===== config.mk =====
export PLATFORM = sky130hd
export DESIGN_NAME = obd_pid_response_decoder
export DESIGN_NICKNAME = d
export VERILOG_FILES = /design/src/obd_pkg.sv /design/src/obd_tok.sv /design/src/obd_scale.sv /design/src/obd_pid_response_decoder.sv
export VERILOG_INCLUDE_DIRS = /design/src /design/src/src
export SDC_FILE = /design/constraint.sdc
export NUM_CORES = 1
export LEC_CHECK = 0
export ABC_AREA = 1
export BUFFER_PORTS_ARGS = -buffer_cell sky130_fd_sc_hd__buf_2
export CORE_ASPECT_RATIO = 0.6
export CORE_MARGIN = 8
export CORE_UTILIZATION = 30
export DETAILED_ROUTE_END_ITERATION = 10
export GPL_TIMING_DRIVEN = 0
export HOLD_SLACK_MARGIN = 0.12
export PLACE_DENSITY_LB_ADDON = 0.3
export SLEW_MARGIN = 40
export SYNTH_ARGS = -nofsm -noshare
export SYNTH_HDL_FRONTEND = slang
export SYNTH_SLANG_ARGS = --single-unit

===== constraint.sdc =====
create_clock -name clk -period 24.3 [get_ports clk]
set_input_delay 1.215 -clock clk [delete_from_list [all_inputs] [get_ports clk]]
set_output_delay 1.215 -clock clk [all_outputs]
set_load 0.005 [all_outputs]

===== src/obd_pid_response_decoder_assert.svh =====
// ----------------------------------------------------------------------------
// OBD PID response decoder assertion macros
// Shared assertion forms used by the decoder modules; each module that uses
// them has clk and rst_n in scope.
// ----------------------------------------------------------------------------
`ifndef OBD_PID_RESPONSE_DECODER_ASSERT_SVH
`define OBD_PID_RESPONSE_DECODER_ASSERT_SVH

// same-cycle implication
`define OBD_ASSERT_IMP(label, ante, cons, msg) \
  label: assert property (@(posedge clk) disable iff (!rst_n) (ante) |-> (cons)) \
    else $error(msg);

// next-cycle implication
`define OBD_ASSERT_NXT(label, ante, cons, msg) \
  label: assert property (@(posedge clk) disable iff (!rst_n) (ante) |=> (cons)) \
    else $error(msg);

`endif


===== src/obd_pkg.sv =====
// ----------------------------------------------------------------------------
// OBD PID response decoder package
// Character codes, PID codes, line result type and helper functions.
// ----------------------------------------------------------------------------
package obd_pkg;

  localparam logic [7:0] CHR_CR     = 8'h0D;
  localparam logic [7:0] CHR_SPACE  = 8'h20;
  localparam logic [7:0] CHR_PROMPT = 8'h3E;
  localparam logic [7:0] HDR_MODE01 = 8'h41;

  localparam logic [3:0] PID_NONE = 4'd8;

  localparam logic [2:0] PID_LOAD     = 3'd0;
  localparam logic [2:0] PID_COOLANT  = 3'd1;
  localparam logic [2:0] PID_MAP      = 3'd2;
  localparam logic [2:0] PID_RPM      = 3'd3;
  localparam logic [2:0] PID_SPEED    = 3'd4;
  localparam logic [2:0] PID_INTAKE   = 3'd5;
  localparam logic [2:0] PID_MAF      = 3'd6;
  localparam logic [2:0] PID_THROTTLE = 3'd7;

  localparam int VALUE_W = 23;

  // floor(x / 255) and floor(x / 100) as (x * RECIP) >> RECIP_SHIFT
  localparam int          RECIP_SHIFT = 31;
  localparam logic [24:0] RECIP_255   = 25'd8421505;
  localparam logic [24:0] RECIP_100   = 25'd21474837;
  localparam logic [15:0] PCT_Q8      = 16'd25600;
  localparam logic [VALUE_W-1:0] TEMP_OFS_Q8 = 23'd10240;

  typedef struct packed {
    logic       hit;
    logic [2:0] code;
    logic [7:0] byte_a;
    logic [7:0] byte_b;
  } line_res_t;

  // {valid, nibble}
  function automatic logic [4:0] hex_val(input logic [7:0] c);
    logic [4:0] r;
    r = 5'd0;
    if (c >= 8'h30 && c <= 8'h39) begin
      r = {1'b1, c[3:0]};
    end else if ((c >= 8'h41 && c <= 8'h46) || (c >= 8'h61 && c <= 8'h66)) begin
      r = {1'b1, c[3:0] + 4'd9};
    end
    return r;
  endfunction

  function automatic logic [3:0] map_pid(input logic [7:0] v);
    logic [3:0] r;
    unique case (v)
      8'h04:   r = {1'b0, PID_LOAD};
      8'h05:   r = {1'b0, PID_COOLANT};
      8'h0B:   r = {1'b0, PID_MAP};
      8'h0C:   r = {1'b0, PID_RPM};
      8'h0D:   r = {1'b0, PID_SPEED};
      8'h0F:   r = {1'b0, PID_INTAKE};
      8'h10:   r = {1'b0, PID_MAF};
      8'h11:   r = {1'b0, PID_THROTTLE};
      default: r = PID_NONE;
    endcase
    return r;
  endfunction

endpackage


===== src/obd_tok.sv =====
// ----------------------------------------------------------------------------
// OBD line tokenizer
// Splits the byte stream into tokens and lines, tracks header, PID and data
// bytes of the current line, and reports a decoded line on carriage return.
// ----------------------------------------------------------------------------
`include "obd_pid_response_decoder_assert.svh"

module obd_tok
  import obd_pkg::*;
(
  input  logic       clk,
  input  logic       rst_n,
  input  logic       step_en,
  input  logic [7:0] rx_byte,
  output line_res_t  res
);

  logic [2:0] token_index_r, token_index_nxt;
  logic [7:0] token_value_r, token_value_nxt;
  logic [1:0] token_digits_r, token_digits_nxt;
  logic       token_bad_r, token_bad_nxt;
  logic       header_ok_r, header_ok_nxt;
  logic [3:0] pid_sel_r, pid_sel_nxt;
  logic [7:0] byte_a_r, byte_a_nxt;
  logic [7:0] byte_b_r, byte_b_nxt;

  logic       tok_nonempty;
  logic       tok_two;
  logic [7:0] tok_val;
  logic [2:0] cm_index;
  logic       cm_header;
  logic [3:0] cm_pid;
  logic [7:0] cm_a;
  logic [7:0] cm_b;
  logic [4:0] hex;

  // state after the open token is committed
  always_comb begin
    tok_nonempty = (token_digits_r != 2'd0) || token_bad_r;
    tok_two      = !token_bad_r && (token_digits_r == 2'd2);
    tok_val      = token_bad_r ? 8'd0 : token_value_r;
    cm_index     = token_index_r;
    cm_header    = header_ok_r;
    cm_pid       = pid_sel_r;
    cm_a         = byte_a_r;
    cm_b         = byte_b_r;
    if (tok_nonempty) begin
      unique case (token_index_r)
        3'd0:    cm_header = tok_two && (tok_val == HDR_MODE01);
        3'd1:    cm_pid    = tok_two ? map_pid(tok_val) : PID_NONE;
        3'd2:    cm_a      = tok_val;
        3'd3:    cm_b      = tok_val;
        default: ;
      endcase
      if (token_index_r != 3'd7) begin
        cm_index = token_index_r + 3'd1;
      end
    end
  end

  always_comb begin
    hex              = hex_val(rx_byte);
    token_index_nxt  = token_index_r;
    token_value_nxt  = token_value_r;
    token_digits_nxt = token_digits_r;
    token_bad_nxt    = token_bad_r;
    header_ok_nxt    = header_ok_r;
    pid_sel_nxt      = pid_sel_r;
    byte_a_nxt       = byte_a_r;
    byte_b_nxt       = byte_b_r;
    res.hit          = 1'b0;
    res.code         = cm_pid[2:0];
    res.byte_a       = cm_a;
    res.byte_b       = cm_b;
    priority if (rx_byte == CHR_PROMPT) begin
      // drop prompt
    end else if (rx_byte == CHR_SPACE) begin
      token_index_nxt  = cm_index;
      header_ok_nxt    = cm_header;
      pid_sel_nxt      = cm_pid;
      byte_a_nxt       = cm_a;
      byte_b_nxt       = cm_b;
      token_value_nxt  = 8'd0;
      token_digits_nxt = 2'd0;
      token_bad_nxt    = 1'b0;
    end else if (rx_byte == CHR_CR) begin
      res.hit          = cm_header && !cm_pid[3];
      token_index_nxt  = 3'd0;
      header_ok_nxt    = 1'b0;
      pid_sel_nxt      = PID_NONE;
      byte_a_nxt       = 8'd0;
      byte_b_nxt       = 8'd0;
      token_value_nxt  = 8'd0;
      token_digits_nxt = 2'd0;
      token_bad_nxt    = 1'b0;
    end else if (!hex[4] || token_digits_r == 2'd2) begin
      token_bad_nxt = 1'b1;
    end else begin
      token_value_nxt  = {token_value_r[3:0], hex[3:0]};
      token_digits_nxt = token_digits_r + 2'd1;
    end
  end

  always_ff @(posedge clk) begin
    if (!rst_n) begin
      token_index_r  <= 3'd0;
      token_value_r  <= 8'd0;
      token_digits_r <= 2'd0;
      token_bad_r    <= 1'b0;
      header_ok_r    <= 1'b0;
      pid_sel_r      <= PID_NONE;
      byte_a_r       <= 8'd0;
      byte_b_r       <= 8'd0;
    end else if (step_en) begin
      token_index_r  <= token_index_nxt;
      token_value_r  <= token_value_nxt;
      token_digits_r <= token_digits_nxt;
      token_bad_r    <= token_bad_nxt;
      header_ok_r    <= header_ok_nxt;
      pid_sel_r      <= pid_sel_nxt;
      byte_a_r       <= byte_a_nxt;
      byte_b_r       <= byte_b_nxt;
    end
  end

  `OBD_ASSERT_NXT(a_cr_clears_line, step_en && rx_byte == CHR_CR,
    token_index_r == 3'd0 && !header_ok_r && pid_sel_r == PID_NONE,
    "line state not cleared after carriage return")
  `OBD_ASSERT_IMP(a_digits_bound, 1'b1, token_digits_r != 2'd3,
    "token digit count out of range")
  `OBD_ASSERT_IMP(a_hit_needs_pid, res.hit, !cm_pid[3] && cm_header,
    "line hit without header and known PID")

endmodule


===== src/obd_scale.sv =====
// ----------------------------------------------------------------------------
// OBD value scaler
// Turns the data bytes of a reply into the Q8 value for its PID, using one
// shared reciprocal multiplier for the divisions by 255 and by 100.
// ----------------------------------------------------------------------------
module obd_scale
  import obd_pkg::*;
(
  input  logic [2:0]         code,
  input  logic [7:0]         byte_a,
  input  logic [7:0]         byte_b,
  output logic [VALUE_W-1:0] value_q8
);

  logic [15:0] word_ab;
  logic [23:0] pct_x;
  logic [23:0] mul_x;
  logic [24:0] mul_m;
  logic [48:0] prod;
  logic [17:0] quot;

  always_comb begin
    word_ab = {byte_a, byte_b};
    pct_x   = 24'(PCT_Q8) * 24'(byte_a);
    if (code == PID_MAF) begin
      mul_x = {word_ab, 8'd0};
      mul_m = RECIP_100;
    end else begin
      mul_x = pct_x;
      mul_m = RECIP_255;
    end
    prod = 49'(mul_x) * 49'(mul_m);
    quot = prod[RECIP_SHIFT +: 18];
  end

  always_comb begin
    unique case (code)
      PID_LOAD, PID_THROTTLE: value_q8 = VALUE_W'(quot);
      PID_COOLANT, PID_INTAKE: value_q8 = VALUE_W'({byte_a, 8'd0}) - TEMP_OFS_Q8;
      PID_MAP, PID_SPEED:     value_q8 = VALUE_W'({byte_a, 8'd0});
      PID_RPM:                value_q8 = VALUE_W'({word_ab, 6'd0});
      PID_MAF:                value_q8 = VALUE_W'(quot);
      default:                value_q8 = '0;
    endcase
  end

endmodule


===== src/obd_pid_response_decoder.sv =====
// ----------------------------------------------------------------------------
// OBD PID response decoder
// Decodes mode 01 PID replies from an adapter byte stream into PID code,
// Q8 value and milliseconds since the previous reply of the same PID.
// ----------------------------------------------------------------------------
// Each transfer on the input carries one received byte and the current time.
// Bytes pass an input register, then tokenizing, scaling and the elapsed-time
// subtraction run combinationally into the output register, so one byte is
// taken every cycle unless the output register stalls. A result is written to
// the output register when the input register holds the carriage return that
// ends its line. The output register stalls the input only while it holds a
// result that has not been taken.
// Lines that are not a known mode 01 reply produce no transfer.
`include "obd_pid_response_decoder_assert.svh"

module obd_pid_response_decoder
  import obd_pkg::*;
(
  input  logic        clk,
  input  logic        rst_n,
  input  logic        in_tvalid,
  output logic        in_tready,
  input  logic [39:0] in_tdata,   // rx_byte[7:0], time_ms[39:8]
  output logic        out_tvalid,
  input  logic        out_tready,
  output logic [63:0] out_tdata   // pid_code[2:0], value_q8[25:3], elapsed_ms[57:26]
);

  logic        s0_valid_r;
  logic [7:0]  s0_byte_r;
  logic [31:0] s0_time_r;

  logic               out_valid_r;
  logic [2:0]         out_code_r;
  logic [VALUE_W-1:0] out_value_r;
  logic [31:0]        out_elapsed_r;

  logic [31:0] last_seen_r [8];

  logic               out_free;
  logic               fire;
  logic               in_xfer;
  line_res_t          line_res;
  logic [VALUE_W-1:0] value_q8;
  logic [31:0]        elapsed;

  assign out_free  = !out_valid_r || out_tready;
  assign fire      = s0_valid_r && out_free;
  assign in_tready = !s0_valid_r || out_free;
  assign in_xfer   = in_tvalid && in_tready;

  obd_tok u_tok (
    .clk     (clk),
    .rst_n   (rst_n),
    .step_en (fire),
    .rx_byte (s0_byte_r),
    .res     (line_res)
  );

  obd_scale u_scale (
    .code     (line_res.code),
    .byte_a   (line_res.byte_a),
    .byte_b   (line_res.byte_b),
    .value_q8 (value_q8)
  );

  assign elapsed = s0_time_r - last_seen_r[line_res.code];

  always_ff @(posedge clk) begin
    if (!rst_n) begin
      s0_valid_r <= 1'b0;
    end else if (in_tready) begin
      s0_valid_r <= in_tvalid;
    end
  end

  always_ff @(posedge clk) begin
    if (in_xfer) begin
      s0_byte_r <= in_tdata[7:0];
      s0_time_r <= in_tdata[39:8];
    end
  end

  always_ff @(posedge clk) begin
    if (!rst_n) begin
      for (int i = 0; i < 8; i++) begin
        last_seen_r[i] <= 32'd0;
      end
    end else if (fire && line_res.hit) begin
      last_seen_r[line_res.code] <= s0_time_r;
    end
  end

  always_ff @(posedge clk) begin
    if (!rst_n) begin
      out_valid_r <= 1'b0;
    end else if (fire && line_res.hit) begin
      out_valid_r <= 1'b1;
    end else if (out_tready) begin
      out_valid_r <= 1'b0;
    end
  end

  always_ff @(posedge clk) begin
    if (fire && line_res.hit) begin
      out_code_r    <= line_res.code;
      out_value_r   <= value_q8;
      out_elapsed_r <= elapsed;
    end
  end

  assign out_tvalid = out_valid_r;
  assign out_tdata  = {6'd0, out_elapsed_r, out_value_r, out_code_r};

  `OBD_ASSERT_NXT(a_s0_hold, s0_valid_r && !out_free,
    s0_valid_r && $stable(s0_byte_r) && $stable(s0_time_r),
    "input register changed while stalled")
  `OBD_ASSERT_NXT(a_hit_to_out, fire && line_res.hit, out_valid_r,
    "decoded line not presented")
  `OBD_ASSERT_NXT(a_out_drain, out_valid_r && out_tready && !(fire && line_res.hit),
    !out_valid_r, "result repeated after transfer")

endmodule

==> metrics.csv, run 1 <==
stage,metric,value,unit
yosys,synth_top_cell_by_area,edfxtp_1,
yosys,synth_top_area_share,0.3939,
placed_design,post-dp-hpwl,65.76,mm
finish,area_growth,13.38,%
setup_path,rr_startpoint,u_tok.token_digits_r[0]$_SDFFE_PN0P_,
timing,drv_slew,0,
finish,final_nets,3451,
hold_path,hold_depth,2,
timing,setup_violations,0,
yosys,synthDistinctLibCells,58,
timing,fmax,87.30,MHz
die,initial_core_util,0.3017,
timing,finalSetupTns,0,ns
clock_tree,clk_latency,0.58,ns
yosys,synth-main-ff-cell,edfxtp_1,
clock_tree,htree_levels,2,
hold_path,hp-class,reg -> reg,
setup_path,slowest_stage,o21ai_0,
timing,skew,0.02844,ns
drt,drcViolationCount,0,
setup_path,slowest_delay,0.73,ns
clock_tree,cts_buffers,39,
finish,final_area,30600,sq um
setup_path,r2r-end,out_value_r[15]$_DFFE_PP_,
setup_path,rr_worst_depth,40,
drt,wl_met3,10.11,mm
die,rows,85,
hold_path,hold_end,u_tok.header_ok_r$_SDFFE_PN0P_,
placed_design,placed_cell_area,29380,sq um
die,coreArea,89440,sq um
timing,relSlewSlack,0.3757,
yosys,async_flop_share,0,
grt,overflow,0,
clock_tree,cts_setup_buffers,0,
drt,viasPerCell,4.790,
timing,rsz0062_at_grt,false,
clock_tree,cts_root_buf,clkbuf_16,
clock_tree,cts_resized,0,
drt,wl,84.12,mm
die,die_y,248.3,um
yosys,ys_top_cells_by_area,"edfxtp_1 (39%), ha_1 (14%), fa_1 (11%)",
drt,wl_met2,29.01,mm
clock_tree,cts_tree,done,
grt,grt_pass1_wl,124.1,mm
setup_path,crit_path_frequent_cell,inv_1,
setup_path,cp_top_family,adder cells,
timing,hold_viol_final,0,
setup_path,reg2reg_slack,12.84,ns
yosys,synth_edf_count,354,
die,die-area,100100,sq um
timing,timing.final.crit_share,0.4714,
clock_tree,cts.sinks,391,
yosys,yosys.cell_count.top_type,inv_1,
run_status,outcome,completed,
drt,drt-met1-wl,43.63,mm
power_and_ir_drop,cellPowerDensity,48.79,nW/um^2
drt,drt_iter0_drc,1959,
clock_tree,cts_buffer_depth,3,
grt,antenna_found_initial,0,
die,die_x,403.2,um
drt,vias,20079,
clock_tree,postCtsHoldBufs,0,
yosys,postSynthAreaPerCell,9.729,sq um
setup_path,end_kind,flop,
run,maxCapViolCount,0,
yosys,postSynthCellCount,2774,
setup_path,arrival,11.69,ns
clock_tree,path_clk_slew,0.08,ns
finish,drive_gt1_frac,0.07902,
power_and_ir_drop,ir_worst_vdd,0.00004181,V
setup_path,path_class,reg -> reg,
drt,top_layer_used,met4,
yosys,synth_common_cells,"inv_1 (458), nor2_1 (398), nand2_1 (360)",
grt,grt_max_degree,40,
setup_path,path_buf_inv,9,
grt,grt_pass1_vias,19130,
yosys,netlist_area,26990,sq um
setup_path,cp_data_required_time,24.54,ns
placed_design,port_buffers,103,
drt,antenna_left,0,
die,io-pin-count,110,
yosys,ys_ff_latch,391,
finish,diodes,0,
yosys,yosysWarnings,0,
placed_design,routabilityCongestion,0.9219,
setup_path,startpoint_type,flop,
timing,tightest_slew,0.9364,ns
grt,grt_usage,0.1644,
setup_path,worstPathMaxFanout,10,
yosys,ys_seq_area_frac,0.4213,
drt,dr.pass1.iters,5,
timing,period_minus_slack,11.46,ns
hold_path,min_from,u_tok.header_ok_r$_SDFFE_PN0P_,
power_and_ir_drop,total_leakage_power,13.91,nW
drt,wl_per_cell,20.07,um
## how the worst max path moves through the flow
stage                                         start                         to  slack, ns  depth (start not counted)
2_1_floorplan  u_tok.token_digits_r[0]$_SDFFE_PN0P_  out_value_r[15]$_DFFE_PP_      15.03                         40
3_3_place_gp   u_tok.token_digits_r[0]$_SDFFE_PN0P_  out_value_r[15]$_DFFE_PP_      12.91                         40
3_5_place_dp   u_tok.token_digits_r[1]$_SDFFE_PN0P_  out_value_r[15]$_DFFE_PP_      12.89                         40
4_1_cts        u_tok.token_digits_r[1]$_SDFFE_PN0P_  out_value_r[15]$_DFFE_PP_      12.89                         40
5_1_grt        u_tok.token_digits_r[0]$_SDFFE_PN0P_  out_value_r[15]$_DFFE_PP_      12.18                         45
6_report       u_tok.token_digits_r[0]$_SDFFE_PN0P_  out_value_r[15]$_DFFE_PP_      12.84                         40
## sequential cells by signal, indices dropped and copies added (netlist names)
signal	cells
out_value_r	23
u_tok.byte_b_r	8
out_tvalid	1
out_elapsed_r	32
u_tok.token_bad_r	1
u_tok.header_ok_r	1
out_code_r	3
u_tok.token_digits_r	2
u_tok.token_index_r	3
s0_byte_r	8
s0_time_r	32
u_tok.pid_sel_r	4
s0_valid_r	1
last_seen_r	256
u_tok.byte_a_r	8
u_tok.token_value_r	8
## cell type report
class	count	area, sq um
clock inverter	17	140.1
sequential	391	11370
inverter	466	1757
tap	1218	1524
timing repair buffer	112	718.2
multi-input combinational	1853	13660
clock buffer	52	1066
buffer	83	359.1
fill	9247	58840
## worst reg2reg max path: cells and delay by family, from the launching register on
family                     cells  cell delay (ns)
adders and majority gates     13             5.39
AOI/OAI and AO/OA              9             2.55
DFF                            1             0.31
and+or+nand+nor                9             1.82
buffers and inverters          9             1.07
## kinds of logic after synthesis
| kind of cell | share of synthesized area |
|---|---|
| compound gates | 0.08419 |
| xor+xnor | 0.01525 |
| fa+ha+maj | 0.2566 |
| buf+inv | 0.07807 |
| flops | 0.4213 |
| mux | 0.0003709 |
| other cells | 0.0002783 |
| simple gates | 0.1440 |
## layer usage
layer  up-vias  GRT usage
met2       745     0.1965
met3        74    0.06236
li1       9537          -
met5         -          0
met1      9723     0.2677
met4         0    0.02981
## through the flow
stage / util / cells / setup WS, ns / hold WS (ns) / total power, mW
2_1_floorplan: - / 2793 / 15.03 / 0.4223 / 0.8555
3_3_place_gp: 0.3253 / 4114 / 12.91 / 0.4427 / 0.8976
3_5_place_dp: 0.3285 / 4123 / 12.89 / 0.4523 / 0.9014
4_1_cts: 0.3420 / 4192 / 12.89 / 0.4688 / 1.507
5_1_grt: 0.3421 / 4192 / 12.18 / 0.4814 / 1.549
6_report: 0.3421 / 4192 / 12.84 / 0.4644 / 1.493
## layout by cell type (no fill, tap or decap), types with 5 or more instances in the layout
cell type  synthesis  final
nand2_1          360    352
xnor2_1           15     15
buf_12             0      6
edfxtp_1         354    354
buf_4              7      7
nor3_1            17     17
a31oi_1            8      8
nor2_1           398    393
nand2_4            3     11
dfxtp_1           37     37
nand4_1           36     36
clkbuf_1          62     71
inv_1            458    456
nand3b_1           7      7
nor2_2             4      9
clkbuf_16          0     40
o22ai_1           19     19
o21ai_1           14     16
or2_2              6      6
xor2_1            32     32
inv_2              5      5
o21ai_0          103    100
o21a_1            13     13
ha_1             307    307
fa_1             154    154
buf_2             10    113
nand2_2            6      6
nand3_1           85     85
clkinv_2           0      5
a21oi_1          134    134
conb_1             2     21
clkinv_1           3      9
a22oi_1           60     60
## report_power, final
part / switching, mW / internal [mW]
logic: 0.0796 / 0.0368
registers: 0.0107 / 0.761
clock network: 0.274 / 0.331
(Power assumes the default switching activity.)
==> inputs of run 2 (changes only) <==
Settings changed: ABC_AREA 1 to 0.
Clock period 24.3 ns to 9.7 ns, I/O delays scaled along.
==> run 2 against run 1 <==
  * Utilization is 2.1 points higher
  * Non-clock buffer count is 137 higher
  * Largest cell class unchanged
  * Wire length rose by 3.6%
  * Clock power grew to 2.7 times the previous value
  * Global-route usage increased by 0.24 points
  * First-iteration DRC count increased by 11%
  * Combinational power grew to 2.6 times the previous value
  * Via count up 1.2%
  * Worst hold slack got worse by 0.30 ns
  * Fmax up 22%
==> metrics.csv, run 2 <==
stage,metric,value,unit
setup_path,cp_data_required_time,9.96,ns
drt,vias,20312,
grt,overflow,0,
yosys,ys_top_cells_by_area,"edfxtp_1 (39%), ha_1 (14%), fa_1 (11%)",
drt,wl_met3,10.12,mm
timing,fmax,106.2,MHz
clock_tree,cts_root_buf,clkbuf_16,
finish,final_area,33090,sq um
hold_path,hp-class,in -> reg,
finish,final_nets,3415,
timing,relSlewSlack,0.3913,
grt,grt_usage,0.1668,
drt,wl_met2,30.29,mm
setup_path,rr_worst_depth,39,
drt,wl_per_cell,20.88,um
setup_path,path_class,reg -> reg,
setup_path,rr_startpoint,u_tok.token_digits_r[1]$_SDFFE_PN0P_,
timing,hold_viol_final,0,
setup_path,crit_path_frequent_cell,fa_1,
finish,largest_register_ffs,256,
yosys,yosys.cell_count.top_type,nand2_1,
yosys,postSynthAreaPerCell,10.42,sq um
hold_path,hold_depth,1,
yosys,synth_top_area_share,0.3868,
setup_path,worstPathMaxFanout,7,
die,die_x,406.7,um
clock_tree,path_clk_slew,0.07,ns
finish,top_register,last_seen_r,
grt,antenna_found_initial,5,
placed_design,placed_cell_area,30140,sq um
timing,setup_violations,0,
power_and_ir_drop,finalPower,3.899,mW
yosys,synth_top_family_by_area,adder cells,
yosys,synth_edf_count,354,
hold_path,min_from,in_tdata[8],
yosys,synth_top_cell_by_area,edfxtp_1,
finish,area_growth,20.41,%
power_and_ir_drop,ir_worst_vdd,0.0001014,V
yosys,synth-simple-area-share,0.1684,
run,maxCapViolCount,0,
grt,grt_pass1_wl,129.4,mm
power_and_ir_drop,total_leakage_power,14.58,nW
drt,viasPerCell,4.867,
die,io-pin-count,110,
clock_tree,clk_latency,0.58,ns
timing,finalSetupTns,0,ns
finish,reg_top3,"last_seen_r x256, out_elapsed_r x32, s0_time_r x32",
yosys,synthMuxAreaShare,0.006010,
clock_tree,htree_levels,2,
drt,drt-met1-wl,45.81,mm
setup_path,slowest_delay,0.54,ns
setup_path,startpoint_type,flop,
timing,timing.final.crit_share,0.9711,
timing,drv_slew,0,
grt,grt_pass1_vias,19673,
grt,grt_max_degree,28,
timing,tightest_slew,0.9131,ns
die,die-area,101900,sq um
setup_path,r2r-end,out_value_r[10]$_DFFE_PP_,
clock_tree,cts_tree,done,
yosys,synth_fa_ha_area_frac,0.2519,
placed_design,port_buffers,103,
drt,wl,87.13,mm
finish,mostFrequentLayoutCell,edfxtp_1,
yosys,ys_seq_area_frac,0.4137,
setup_path,end_kind,flop,
yosys,synth_common_cells,"nand2_1 (363), edfxtp_1 (354), ha_1 (307)",
drt,drcViolationCount,0,
die,coreArea,91250,sq um
power_and_ir_drop,cellPowerDensity,117.8,nW/um^2
drt,top_layer_used,met4,
die,die_y,250.4,um
setup_path,arrival,9.68,ns
yosys,synthXorXnorAreaFrac,0.01721,
clock_tree,cts_buffers,39,
yosys,synth_compound_area_frac,0.08277,
placed_design,post-dp-hpwl,68.90,mm
clock_tree,cts_buffer_depth,3,
run_status,outcome,completed,
yosys,ys_ff_latch,391,
yosys,postSynthCellCount,2638,
die,initial_core_util,0.3012,
drt,antenna_left,0,
finish,drive_gt1_frac,0.1466,
setup_path,slowest_stage,fa_1,
drt,drt_iter0_drc,2174,
hold_path,hold_end,s0_time_r[0]$_DFFE_PP_,
placed_design,routabilityCongestion,0.9112,
yosys,synthDistinctLibCells,76,
yosys,yosysWarnings,0,
yosys,netlist_area,27480,sq um
yosys,synth-main-ff-cell,edfxtp_1,
yosys,async_flop_share,0,
clock_tree,cts.sinks,391,
drt,dr.pass1.iters,5,
timing,skew,0.03902,ns
timing,period_minus_slack,9.419,ns
die,rows,86,
setup_path,reg2reg_slack,0.28,ns
finish,final_cell_mix,"edfxtp_1 (354), nand2_1 (346), ha_1 (279)",
-- run 2: cell count changes after synthesis, moves of 22 or more --
| cell | delta |
|---|---|
| and2_1 | +219 |
| clkbuf_1 | +37 |
| a31oi_1 | +26 |
| a21o_1 | +25 |
| inv_1 | -157 |
| and3_1 | +68 |
| o21ai_0 | -28 |
| nor2b_1 | +22 |
| a311oi_1 | +32 |
| nand4_1 | -26 |
| xnor2_1 | +23 |
| a22oi_1 | -51 |
| a21oi_1 | -51 |
| nor2_1 | -300 |
-- run 2: cell families after synthesis --
logic type               Yosys count
AND/OR/NAND/NOR                  941
adder cells (fa/ha/maj)          461
buffers and inverters            425
flip-flops                       391
AO/OA/AOI/OAI                    348
XOR/XNOR                          54
multiplexers                      16
other                              2
-- run 2: where the power goes --
| group | total [mW] | internal, mW | switching [mW] |
|---|---|---|---|
| sequential | 1.95 | 1.91 | 0.0469 |
| clock | 1.64 | 0.933 | 0.708 |
| combinational | 0.304 | 0.123 | 0.181 |
| total | 3.90 | 2.96 | 0.936 |
-- run 2: critical path, delay by kind of cell (launching register included) --
family,cells,cell delay [ns]
fa+ha+maj,13,4.72
compound gates,10,1.88
simple gates,5,0.73
buf+inv,8,0.64
xor+xnor,2,0.42
flops,1,0.34
mux,1,0.32
-- run 2: metal layers --
metal / GRT usage / vias to the layer above
met2: 0.2011 / 780
met3: 0.05495 / 75
met4: 0.01787 / 0
met1: 0.2809 / 9910
li1: - / 9547
met5: 0.001461 / -
-- run 2: per-stage QoR --
stage | setup slack, ns | std cells | util | hold WS (ns)
finish | 0.2806 | 4173 | 0.3626 | 0.1693
global route | -0.02981 | 4172 | 0.3626 | 0.1507
CTS | 0.005108 | 4155 | 0.3561 | 0.1482
detailed placement | -2.005 | 4023 | 0.3304 | 0.4414
global placement | -8.229 | 3992 | 0.3245 | 0.4322
floorplan | 0.08252 | 2657 | - | 0.4173
-- run 2: how the worst max path moves through the flow --
stage                                         startpoint                              end  cells past startpoint
global route        u_tok.token_digits_r[0]$_SDFFE_PN0P_        out_value_r[10]$_DFFE_PP_                     38
CTS                 u_tok.token_digits_r[0]$_SDFFE_PN0P_        out_value_r[14]$_DFFE_PP_                     35
detailed placement  u_tok.token_digits_r[1]$_SDFFE_PN0P_        out_value_r[10]$_DFFE_PP_                     44
finish              u_tok.token_digits_r[1]$_SDFFE_PN0P_        out_value_r[10]$_DFFE_PP_                     39
floorplan           u_tok.token_digits_r[0]$_SDFFE_PN0P_        out_value_r[10]$_DFFE_PP_                     41
global placement          u_tok.token_bad_r$_SDFFE_PN0P_  last_seen_r[3][4]$_SDFFCE_PN0P_                     12
-- run 2: what timing repair did --
item / in CTS / in global routing
gates resized for setup: 88 / 108
endpoints found under the setup margin: 18 / 15
endpoints found under the hold margin: 39 / 0
buffers inserted: 23 / 17
hold buffers: 39 / 0
pin swaps: 30 / 59
-- run 2: cell type report --
cell class / instances / area [sq um]
Clock buffer: 49 / 1119
Fill cell: 9171 / 58160
Timing Repair Buffer: 213 / 1639
Buffer: 119 / 526.8
Inverter: 305 / 1176
Tap cell: 1232 / 1541
Multi-Input combinational cell: 1841 / 15470
Sequential cell: 391 / 11370
Antenna cell: 1 / 2.502
Clock inverter: 22 / 237.7
==> inputs of run 3 (changes only) <==
Settings changed: SYNTH_HIERARCHICAL from default to 1.
Clock period 9.7 ns to 11.9 ns, I/O delays scaled along.
==> run 3 against run 2 <==
  * Wire length rose by 2.3%
  * Utilization fell by 1.6 points
  * Final cell count fell by 7.8%
  * Sequential power fell by 18%
  * Flip-flop and latch count did not move
  * Clock skew rose by 0.011 ns
  * Critical path type unchanged
==> metrics.csv, run 3 <==
stage,metric,value,unit
yosys,synthDistinctLibCells,96,
grt,grt_pass1_vias,18940,
die,die-area,101300,sq um
finish,mostFrequentLayoutCell,edfxtp_1,
finish,final_area,31230,sq um
drt,drcViolationCount,0,
yosys,yosysWarnings,6,
power_and_ir_drop,clock_power_share,0.425,
power_and_ir_drop,total_leakage_power,14.50,nW
yosys,ys_top_cells_by_area,"edfxtp_1 (39%), ha_1 (14%), fa_1 (11%)",
clock_tree,postCtsHoldBufs,0,
timing,fmax,91.54,MHz
finish,stdcell_count,3849,
drt,viasPerCell,5.155,
power_and_ir_drop,sequentialPowerShare,0.497,
setup_path,cp_data_required_time,12.21,ns
placed_design,place_inst,3766,
power_and_ir_drop,sw_frac_of_total,0.2522,
yosys,postSynthAreaPerCell,11.33,sq um
power_and_ir_drop,intPower,2.411,mW
timing,hold_viol_final,0,
power_and_ir_drop,pwr-share-comb,0.079,
grt,antenna_found_initial,4,
clock_tree,path_clk_slew,0.07,ns
clock_tree,cts_setup_buffers,0,
die,coreArea,89970,sq um
die,initial_core_util,0.3036,
yosys,synth_edf_count,354,
timing,finalSetupTns,0,ns
clock_tree,cts_buffers,43,
drt,dr.pass1.iters,6,
finish,final_cell_mix,"edfxtp_1 (354), inv_1 (326), ha_1 (312)",
yosys,yosys.cell_count.top_type,edfxtp_1,
finish,drive_gt1_frac,0.1070,
timing,period_minus_slack,10.92,ns
clock_tree,clk_latency,0.61,ns
grt,grt_usage,0.1711,
die,die_y,249.8,um
die,io-pin-count,110,
finish,largest_register_ffs,256,
yosys,synth_top_cell_by_area,edfxtp_1,
timing,relSlewSlack,0.3536,
timing,rsz0062_at_grt,false,
finish,fin_util,0.3471,
finish,area_growth,14.32,%
finish,top_register,last_seen_r,
setup_path,startpoint_type,flop,
yosys,synth_common_cells,"edfxtp_1 (354), inv_1 (327), ha_1 (312)",
placed_design,port_buffers,103,
clock_tree,cts_root_buf,clkbuf_16,
finish,reg_top3,"last_seen_r x256, out_elapsed_r x32, s0_time_r x32",
placed_design,routabilityCongestion,0.9489,
yosys,synth_top_area_share,0.3891,
setup_path,path_class,reg -> reg,
die,rows,85,
placed_design,placed_cell_area,29780,sq um
clock_tree,cts_resized,0,
setup_path,slowest_stage,fa_1,
timing,drv_slew,0,
run,maxCapViolCount,0,
setup_path,worstPathMaxFanout,8,
grt,overflow,0,
grt,grt_pass1_wl,130.2,mm
yosys,synth-main-ff-cell,edfxtp_1,
setup_path,end_kind,flop,
clock_tree,cts_buffer_depth,3,
finish,final_nets,3104,
clock_tree,htree_levels,2,
power_and_ir_drop,cellPowerDensity,103.2,nW/um^2
drt,wl,89.15,mm
grt,grt_max_degree,37,
power_and_ir_drop,ir_worst_vdd,0.0001131,V
yosys,ys_seq_area_frac,0.4162,
power_and_ir_drop,switchingPower,0.8131,mW
hold_path,hp-class,in -> reg,
run_status,outcome,completed,
setup_path,rr_worst_depth,39,
clock_tree,cts.sinks,391,
drt,drt_iter0_drc,2305,
die,die_x,405.6,um
timing,timing.final.crit_share,0.9179,
yosys,async_flop_share,0,
yosys,netlist_area,27320,sq um
yosys,postSynthCellCount,2412,
yosys,ys_ff_latch,391,
timing,tightest_slew,0.9622,ns
placed_design,post-dp-hpwl,67.97,mm
clock_tree,cts_tree,done,
drt,vias,19840,
drt,antenna_left,0,
timing,setup_violations,0,
setup_path,slowest_delay,0.57,ns
setup_path,arrival,11.23,ns
hold_path,hold_depth,1,
drt,wl_per_cell,23.16,um
timing,skew,0.04953,ns
-- run 3: changes by cell type in the layout (fill, tap and decap cells not counted), sizes merged, moves of 39 or more --
| cell | before | now |
|---|---|---|
| a22oi | 9 | 104 |
| nor2 | 99 | 60 |
| and3 | 70 | 268 |
| nand3 | 92 | 21 |
| and2 | 220 | 13 |
| nand2 | 363 | 119 |
| dlygate4sd3 | 39 | 0 |
| buf | 195 | 136 |
-- run 3: power by group through the flow --
stage / registers (mW) / logic (mW) / clock network, mW
after CTS: 1.60 / 0.246 / 1.39
after global routing: 1.61 / 0.273 / 1.45
final: 1.60 / 0.253 / 1.37
after detailed placement: 1.63 / 0.244 / 0
after floorplan: 1.61 / 0.159 / 0
after global placement: 1.63 / 0.234 / 0
-- run 3: stage by stage --
step	setup WS [ns]	total power, mW	hold WS [ns]
final	0.9764	3.224	0.1560
after global placement	-0.4198	1.865	0.4437
after detailed placement	1.108	1.872	0.4466
after floorplan	2.434	1.768	0.4321
after global routing	0.3513	3.329	0.1235
after CTS	1.032	3.238	0.1217
-- run 3: final cells by class --
type,instances,area [sq um]
Fill cell,9056,58740
Tap cell,1218,1524
Timing Repair Buffer,119,769.5
Antenna cell,4,10.01
Sequential cell,391,11370
Multi-Input combinational cell,1583,14400
Clock buffer,55,1121
Buffer,127,544.3
Clock inverter,23,257.7
Inverter,329,1240
-- run 3: path summary, 6_finish.rpt --
check | to | start | slack [ns]
worst min-delay path | s0_time_r[16]$_DFFE_PP_ | in_tdata[24] | 0.16
worst max-delay path | out_value_r[14]$_DFFE_PP_ | u_tok/token_digits_r[0]$_SDFFE_PN0P_ | 0.98
worst min register to register | u_tok/header_ok_r$_SDFFE_PN0P_ | u_tok/header_ok_r$_SDFFE_PN0P_ | 0.46
worst max register to register | out_value_r[14]$_DFFE_PP_ | u_tok/token_digits_r[0]$_SDFFE_PN0P_ | 0.98
-- run 3: critical path, delay by kind of cell (launching register included) --
kind | cells | cell delay (ns)
buffers and inverters | 8 | 0.74
adders and majority gates | 13 | 5.50
DFF | 1 | 0.31
and+or+nand+nor | 6 | 1.11
muxes | 1 | 0.52
xor gates and xnor gates | 1 | 0.24
AOI/OAI and AO/OA | 10 | 2.20
-- run 3: layer usage --
| layer | part of all wire | global-route usage | routed length [um] |
|---|---|---|---|
| met4 | 0.017 | 0.03367 | 1528 |
| met1 | 0.51 | 0.2788 | 45310 |
| met2 | 0.35 | 0.2011 | 31120 |
| met5 | 0.00030 | 0 | 27 |
| met3 | 0.13 | 0.06851 | 11170 |
-- run 3: cell families (layout without fill, tap and decap cells) --
| family | Yosys count | after routing | share of synthesized area |
|---|---|---|---|
| flip-flops | 391 | 391 | 0.4162 |
| XOR/XNOR | 55 | 55 | 0.01763 |
| other | 3 | 25 | 0.0004122 |
| multiplexers | 29 | 29 | 0.01145 |
| AND/OR/NAND/NOR | 616 | 616 | 0.1291 |
| AO/OA/AOI/OAI | 396 | 396 | 0.1052 |
| buffers and inverters | 456 | 653 | 0.06425 |
| adder cells (fa/ha/maj) | 466 | 466 | 0.2557 |
